### config.mk
export PLATFORM = sky130hd
export DESIGN_NAME = scs_queue
export DESIGN_NICKNAME = d
export VERILOG_FILES = /design/src/sv/scs_queue.sv
export SDC_FILE = /design/constraint.sdc
export NUM_CORES = 1
export LEC_CHECK = 0
export ABC_AREA = 1
export BUFFER_PORTS_ARGS = -buffer_cell sky130_fd_sc_hd__buf_2
export CORE_AREA = 2 2 39 41
export CTS_BUF_LIST = sky130_fd_sc_hd__clkbuf_8 sky130_fd_sc_hd__clkbuf_16
export CTS_CLUSTER_SIZE = 28
export DETAILED_ROUTE_END_ITERATION = 8
export DIE_AREA = 0 0 41 43
export SLEW_MARGIN = 20
export SYNTH_ARGS = -nofsm -noshare
export SYNTH_HDL_FRONTEND = slang
export SYNTH_SLANG_ARGS = --single-unit
export TNS_END_PERCENT = 1
### constraint.sdc
create_clock -name clk -period 2.36 [get_ports clk]
set_clock_uncertainty 0.2 [all_clocks]
set_input_delay 0.354 -clock clk [delete_from_list [all_inputs] [get_ports clk]]
set_output_delay 0.354 -clock clk [all_outputs]
set_load 0.02 [all_outputs]
### src/sv/scs_queue.sv
module scs_queue #(
  parameter type item_t = logic
) (
  input  logic  clk,
  input  logic  rst,
  input  logic  push,
  input  item_t push_item,
  output logic  ready,
  output logic  valid,
  input  logic  pop,
  output item_t head
);

  item_t      slot [2];
  logic       wp;
  logic       rp;
  logic [1:0] count;

  assign ready = (count != 2'd2);
  assign valid = (count != 2'd0);
  assign head  = slot[rp];

  always_ff @(posedge clk) begin
    if (push) begin
      slot[wp] <= push_item;
    end
  end

  always_ff @(posedge clk) begin
    if (rst) begin
      wp    <= 1'b0;
      rp    <= 1'b0;
      count <= 2'd0;
    end else begin
      if (push) begin
        wp <= ~wp;
      end
      if (pop) begin
        rp <= ~rp;
      end
      case ({push, pop})
        2'b10:   count <= count + 2'd1;
        2'b01:   count <= count - 2'd1;
        default: count <= count;
      endcase
    end
  end

endmodule

==> metrics.yaml, run 1 <==
run_status:
  outcome: "complete, no violations"
yosys:
  synth_top_family_by_area: "simple AND/OR/NAND/NOR gates"
  seq_area_frac_synth: 0.5424
  synthXorXnorAreaFrac: 0.02966
  synth-seq-cells: 7
  synth.avg_cell_area_um2: 8.437
  synthSimpleGateAreaFrac: 0.2373
  synth_compound_area_frac: 0.03390
  synth_area_um2: 295.3
  synth_cells: 35
  synth_nets: 41
  synthAdderAreaFrac: 0.04237
  ys_types: 13
  synth.area.mux_share: 0.03814
  synth.top_cells.by_area: "dfxtp_1 34%, edfxtp_1 20%, nor2_1 10%, inv_1 7.6%, nand2_1 7.6%"
  synth_top_area_frac: 0.3390
  synth_largest_area_cell: "dfxtp_1"
  yosys_warnings: 0
sta:
  rsz0062_at_grt: "no"
  finalCriticalPeriod_ns: 1.562
  setup_violations: 0
  max_freq_mhz: 640.4
  worst_slack_ns: 0.7984
  slew_viol_final: 0
  hold_violations: 0
  maxSlewHeadroom: 0.8891
  fin_setup_tns_ns: 0
  worstMarginPinSlew_ns: 0.1651
  period_share: 0.6617
clocking:
  clk_latency_ns: 0.23
  tritoncts: "yes"
  cts_sinks: 7
  root_buffer: "clkbuf_8"
  cts_hold_buf: 0
  cts_resized: 0
  ctsHtreeMaxLevel: 1
  numCtsBuffers: 3
  cts_setup_buffers: 0
  clk_pin_slew_worst_paths_ns: 0.04
  cts_buffer_depth: 2
routing:
  wl_per_cell_um: 8.726
  drt-total-wl_um: 541
  viasPerCell: 3.984
  first_pass_iters: 4
  remaining_drc_errors: 0
  route.vias.total: 247
  drt_iter0_drc: 3
  ant_nets: 0
global_routing:
  grt_util_all_layers: 0.08661
  grt_max_degree: 5
  antenna_found_initial: 0
  gr-total-overflow: 0
  grt_first_pass_wirelength_um: 931
  grt_pass1_vias: 241
critical_path:
  worstPathMaxFanout: 1
  critPathCaptureType: "primary output"
  worstSetupPathType: "flip-flop to primary output"
  required_ns: 1.81
  critPathArrivalTime_ns: 1.01
  start_kind: "flip-flop"
worst_hold_path:
  hold_class: "input port to flip-flop"
placed_design:
  port_buffers: 7
  gp_congestion: 0.7549
  place_ws_ns: 0.9035
  place_hpwl_um: 402.4
finish:
  drive_gt1_frac: 0.2609
  multiInputGateArea_um2: 112.6
  fillCellCount: 152
  nNetsFinal: 53
  n_antenna_cell: 0
  regArea_um2: 160.2
  area_delta_synth_final_pct: 33.90
die:
  rows: 14
  die_height_um: 43
  ioPinCount: 8
  die_area_um2: 1763
  coreArea_um2: 1384
  dieWidth_um: 41
  initial_utilization: 0.2134
power:
  ir_worst_vdd_mv: 0.3660
  p_per_area_nw_per_um2: 892.6
  p_leak_uw: 0.0001970
  p_comb_frac: 0.136
  power_switching_uw: 84.75
  p_sw_frac: 0.2401
  pwr-share-clk: 0.463
  p_seq_frac: 0.400
  p_int_uw: 268.2
flow_run:
  drv_cap: 0
-- cell families after synthesis --
group           Yosys count
compound gates            2
fa+ha+maj                 1
simple gates             17
buf+inv                   6
mux                       1
xor+xnor                  1
flops                     7
-- synthesized netlist by cell type, drive strengths merged --
library cell  number
xnor2              1
ha                 1
a21oi              1
o21ai              1
nand2              6
mux2               1
edfxtp             2
nor3               1
dfxtp              5
or2                1
nor2               8
nand4              1
inv                6
-- cell usage in the layout, fill, tap and decap left out, drive strengths merged, types with 2 or more instances in the layout --
cell type	count
inv	7
clkbuf	3
dfxtp	5
nor2	8
edfxtp	2
buf	7
nand2	6
-- area by class of cell --
type                            instances  share of cell area
Multi-Input combinational cell         22              0.2848
Clock buffer                            3              0.1044
Sequential cell                         7              0.4051
Clock inverter                          1            0.009494
Tap cell                               16             0.05063
Timing Repair Buffer                    7             0.08861
Inverter                                6             0.05696
-- path summary, 6_finish.rpt --
check	endpoint	depth (start not counted)	start	slack, ns
setup reg to reg	count[1]	5	count[0]	1.37
hold reg to reg	flip-flop	2	rp	0.31
setup / recovery	head	2	flip-flop	0.80
hold / removal	flip-flop	2	rst	0.13
-- layer usage --
layer	vias up	wire length, µm	GRT usage
met5	-	0	0
met4	0	0	0.02000
met3	0	66	0.09948
met2	8	251	0.1219
met1	109	223	0.08117
li1	130	-	-
-- stage by stage --
| stage | hold WS (ns) | util | area [µm²] | total power (µW) | instances |
|---|---|---|---|---|---|
| after detailed placement | 0.2964 | 0.2532 | 350.3 | 191.7 | 58 |
| final | 0.1263 | 0.2857 | 395.4 | 352.9 | 62 |
| after global placement | 0.2936 | 0.2532 | 350.3 | 190.4 | 58 |
| after global routing | 0.1222 | 0.2857 | 395.4 | 378.0 | 62 |
| after CTS | 0.1214 | 0.2857 | 395.4 | 359.5 | 62 |
| after floorplan | 0.2264 | - | 295.3 | 176.3 | 35 |
-- power groups by stage --
| stage | combinational, µW | sequential [µW] | clock (µW) |
|---|---|---|---|
| 2_1_floorplan | 34.5 | 142 | 0 |
| 3_3_place_gp | 47.4 | 143 | 0 |
| 3_5_place_dp | 48.3 | 143 | 0 |
| 4_1_cts | 49.0 | 141 | 169 |
| 5_1_grt | 55.3 | 143 | 180 |
| 6_report | 48.1 | 141 | 164 |
-- worst max-delay path, cell delays in order, from the launching register on --
cell	delay, ns
dfxtp_1	0.31
mux2_2	0.32
buf_2	0.16
No activity file was read; power rests on OpenSTA's default activity.
==> run 2, diff against run 1 <==
Clock period 2.36 ns to 1.31 ns, I/O delays scaled along.
==> metrics.yaml, run 2 (synthesized netlist as in run 1, its figures left out) <==
global_routing:
  grt_first_pass_wirelength_um: 966  # +3.8%
  grt_util_all_layers: 0.08963  # +0.003021
  gr-total-overflow: 0  # unchanged
  grt_pass1_vias: 261  # +8.3%
  antenna_found_initial: 0  # unchanged
  grt_max_degree: 5  # unchanged
sta:
  setup_violations: 2  # +2
  worst_slack_ns: -0.09008  # -0.8885 ns
  rsz0062_at_grt: "yes"
  worstMarginPinSlew_ns: 0.1788  # +0.01367 ns
  finalCriticalPeriod_ns: 1.400
  maxSlewHeadroom: 0.8800  # -0.009181
  slew_viol_final: 0  # unchanged
  period_share: 1.069
  hold_violations: 0  # unchanged
  max_freq_mhz: 714.2
clocking:
  clk_pin_slew_worst_paths_ns: 0.04  # about the same
  ctsHtreeMaxLevel: 1  # unchanged
  root_buffer: "clkbuf_8"
  tritoncts: "yes"
  numCtsBuffers: 3  # unchanged
  cts_sinks: 7  # unchanged
  cts_buffer_depth: 2  # unchanged
  clk_latency_ns: 0.23  # about the same
routing:
  ant_nets: 0  # unchanged
  route.vias.total: 255  # +3.2%
  remaining_drc_errors: 0  # unchanged
  viasPerCell: 3.984  # about the same
  drt-total-wl_um: 569  # +5.2%
  drt_iter0_drc: 6  # +3
  wl_per_cell_um: 8.891  # +1.9%
  first_pass_iters: 2  # -2
power:
  p_int_uw: 493.7  # +84%
  p_seq_frac: 0.392  # -0.008
  pwr-share-clk: 0.458  # -0.005
  p_sw_frac: 0.2444  # +0.004291
  p_leak_uw: 0.0002115  # +7.3%
  p_per_area_nw_per_um2: 1531  # +72%
  ir_worst_vdd_mv: 0.4083  # +12%
  p_comb_frac: 0.150  # +0.014
  power_uw: 653.4  # +85%
  power_switching_uw: 159.7  # +88%
finish:
  final_cell_count_no_fill: 64  # +3.2%
  area_delta_synth_final_pct: 44.49
  mostFrequentLayoutCell: "nor2_1"
  n_antenna_cell: 0  # unchanged
  final_area_um2: 426.7  # +7.9%
  layout_common_cells: "8 x nor2_1, 7 x inv_1, 6 x nand2_1, 6 x buf_2, 4 x dfxtp_1"
  fillCellCount: 147  # -3.3%
  drive_gt1_frac: 0.2708  # +0.009964
  nNetsFinal: 55  # +3.8%
die:
  rows: 14  # unchanged
  dieWidth_um: 41  # unchanged
  die_area_um2: 1763  # unchanged
  initial_utilization: 0.2134  # unchanged
  die_height_um: 43  # unchanged
  ioPinCount: 8  # unchanged
  coreArea_um2: 1384  # unchanged
critical_path:
  critPathCaptureType: "primary output"
  start_kind: "flip-flop"
  worst-r2r-setup-slack_ns: 0.35  # -1.02 ns
  worstPathMaxFanout: 1  # unchanged
  critPathArrivalTime_ns: 1.00  # about the same
  worstSetupPathType: "flip-flop to primary output"
  required_ns: 0.91  # -0.90 ns
flow_run:
  drv_cap: 0  # unchanged
placed_design:
  placed_area_um2: 350.3  # unchanged
  gp_congestion: 0.7169  # -5.0%
  dp.cells: 58  # unchanged
  place_hpwl_um: 414  # +2.9%
  port_buffers: 7  # unchanged
run_status:
  outcome: "complete, but fails checks"
  violations: "negative setup slack"
worst_hold_path:
  hold_class: "input port to flip-flop"
## run 2: metal layers
metal,part of all wire,track usage,vias to the layer above
met3,0.097,0.07853,4
li1,-,-,133
met1,0.42,0.08442,110
met4,0.033,0.06000,0
met2,0.45,0.1219,8
met5,0,0,-
## run 2: area by class of cell
type | count | area, µm² | share of cell area
Sequential cell | 7 | 161.4 | 0.3783
Multi-Input combinational cell | 22 | 116.4 | 0.2727
Timing Repair Buffer | 9 | 61.31 | 0.1437
Clock buffer | 3 | 41.29 | 0.09677
Inverter | 6 | 22.52 | 0.05279
Tap cell | 16 | 20.02 | 0.04692
Clock inverter | 1 | 3.754 | 0.008798
## run 2: final timing paths
check                              start       end  depth (start not counted)
worst max-delay path             slot[0]      head                          2
worst max register to register  count[0]  count[1]                          5
worst min-delay path                 pop        rp                          3
worst min register to register        wp        wp                          2
## run 2: timing repair
action	in CTS	in global routing
pin swaps	0	0
hold buffers	2	0
gates cloned	0	0
setup endpoints to repair	2	3
gates resized for setup	2	2
setup buffers	0	0
hold endpoints to repair	5	0
## run 2: worst max-delay path, cell delays in order, from the launching register on
cell and delay (ns):
edfxtp_1 0.36, mux2_4 0.28, buf_6 0.13
## run 2: metrics by stage
stage | utilization | TNS, ns | worst slack (ns) | hold slack [ns]
6_report | 0.3083 | -0.1715 | -0.09008 | 0.05555
3_5_place_dp | 0.2532 | 0 | 0.02234 | 0.1987
4_1_cts | 0.3047 | -0.1900 | -0.09909 | 0.06233
5_1_grt | 0.3083 | -0.2455 | -0.1222 | 0.07994
3_3_place_gp | 0.2532 | 0 | 0.03516 | 0.1911
2_1_floorplan | - | 0 | 0.2150 | 0.06888
## run 2: power groups by stage
stage	registers, µW	logic (µW)	clock network (µW)
2_1_floorplan	255	62.2	0
3_5_place_dp	258	87.9	0
5_1_grt	258	112	327
3_3_place_gp	258	85.7	0
6_report	256	98.2	299
4_1_cts	254	97.4	308
==> run 3, diff against run 2 <==
Clock period 1.31 ns to 1.7 ns, I/O delays scaled along.
==> metrics.yaml, run 3 (synthesized netlist as in run 1, its figures left out) <==
routing:
  first_pass_iters: 3  # +1
  remaining_drc_errors: 0  # unchanged
  viasPerCell: 3.984  # about the same
  drt-total-wl_um: 552  # -3.0%
  route.vias.total: 247  # -3.1%
  drt_iter0_drc: 1  # -5
  wl_per_cell_um: 8.903  # +0.14%
  ant_nets: 0  # unchanged
placed_design:
  gp_congestion: 0.7060  # -1.5%
  dp.cells: 58  # unchanged
  port_buffers: 7  # unchanged
  place_ws_ns: 0.3740  # +0.3517 ns
  place_hpwl_um: 389.3  # -6.0%
power:
  p_leak_uw: 0.0001970  # -6.8%
  p_per_area_nw_per_um2: 1243  # -19%
  ir_worst_vdd_mv: 0.4624  # +13%
  power_uw: 491.4  # -25%
die:
  die_area_um2: 1763  # unchanged
  dieWidth_um: 41  # unchanged
  initial_utilization: 0.2134  # unchanged
  die_height_um: 43  # unchanged
  rows: 14  # unchanged
  ioPinCount: 8  # unchanged
  coreArea_um2: 1384  # unchanged
critical_path:
  start_kind: "flip-flop"
  crit_slowest_cell: "mux2_2"
  critPathMaxStageDelay_ns: 0.32  # -0.04 ns
  path_buf_inv: 1  # unchanged
  worstPathMaxFanout: 1  # unchanged
  cp_top_family: "multiplexers"
  critPathArrivalTime_ns: 1.01  # about the same
  worst-path-stages: 2  # unchanged
  worst-r2r-setup-slack_ns: 0.69  # +0.34 ns
  required_ns: 1.24  # +0.33 ns
  path_cells: "mux2_2 -> buf_2"
  reg2regPathDepth: 5  # unchanged
  worstSetupPathType: "flip-flop to primary output"
  critPathCaptureType: "primary output"
sta:
  finalCriticalPeriod_ns: 1.466
  slew_viol_final: 0  # unchanged
  fin_setup_tns_ns: 0  # +0.1715 ns
  maxSlewHeadroom: 0.8849  # +0.004953
  worstMarginPinSlew_ns: 0.1714  # -0.007377 ns
  setup_violations: 0  # -2
  period_share: 0.8624
  worst_slack_ns: 0.2338  # +0.3239 ns
  rsz0062_at_grt: "no"
  hold_violations: 0  # unchanged
  hold_ws_ns: 0.02617  # -0.02938 ns
  max_freq_mhz: 682.1
global_routing:
  grt_pass1_vias: 227  # -13%
  gr-total-overflow: 0  # unchanged
  grt_max_degree: 5  # unchanged
  antenna_found_initial: 0  # unchanged
  grt_util_all_layers: 0.08434  # -0.005290
  grt_first_pass_wirelength_um: 834  # -14%
clocking:
  root_buffer: "clkbuf_8"
  ctsHtreeMaxLevel: 1  # unchanged
  cts_sinks: 7  # unchanged
  cts_resized: 0  # -2
  cts_hold_buf: 0  # -2
  cts_setup_buffers: 0  # unchanged
  tritoncts: "yes"
  clk_latency_ns: 0.23  # about the same
  clk_pin_slew_worst_paths_ns: 0.04  # about the same
  numCtsBuffers: 3  # unchanged
  cts_buffer_depth: 2  # unchanged
flow_run:
  drv_cap: 0  # unchanged
run_status:
  outcome: "complete, no violations"
finish:
  drive_gt1_frac: 0.2609  # -0.009964
  area_delta_synth_final_pct: 33.90
  layout_common_cells: "8 x nor2_1, 7 x inv_1, 7 x buf_2"
  n_antenna_cell: 0  # unchanged
  final_cell_count_no_fill: 62  # -3.1%
  mostFrequentLayoutCell: "nor2_1"
  nNetsFinal: 53  # -3.6%
worst_hold_path:
  hold_class: "input port to flip-flop"
  whs_path_depth: 1  # -2
==> run 3: power by group <==
part           internal (µW)  switching (µW)  total (µW)
sequential               188            8.43         196
clock                    156            71.5         227
combinational           28.5            39.2        67.7
==> run 3: path summary, 6_finish.rpt <==
check,startpoint,end
worst max-delay path,flip-flop,head
worst min-delay path,push_item,slot[0]
worst max register to register,count[0],count[1]
worst min register to register,rp,flip-flop
==> run 3: metal layers <==
| metal | wire (µm) | GRT usage | vias to the layer above | share of wire |
|---|---|---|---|---|
| met5 | 0 | 0 | - | 0 |
| met2 | 220 | 0.1063 | 10 | 0.40 |
| met3 | 56 | 0.09424 | 5 | 0.10 |
| li1 | - | - | 130 | - |
| met4 | 24 | 0.08000 | 0 | 0.043 |
| met1 | 250 | 0.06431 | 102 | 0.45 |
==> run 3: per-stage QoR <==
stage,cell area (µm²),util
CTS,395.4,0.2857
global route,395.4,0.2857
finish,395.4,0.2857
global placement,350.3,0.2532
detailed placement,350.3,0.2532
floorplan,295.3,-
==> run 3: final cells by class <==
class                      count  area, µm²
fill                         152      988.4
sequential                     7      160.2
multi-input combinational     22      112.6
clock buffer                   3      41.29
timing repair buffer           7      35.03
inverter                       6      22.52
tap                           16      20.02
clock inverter                 1      3.754
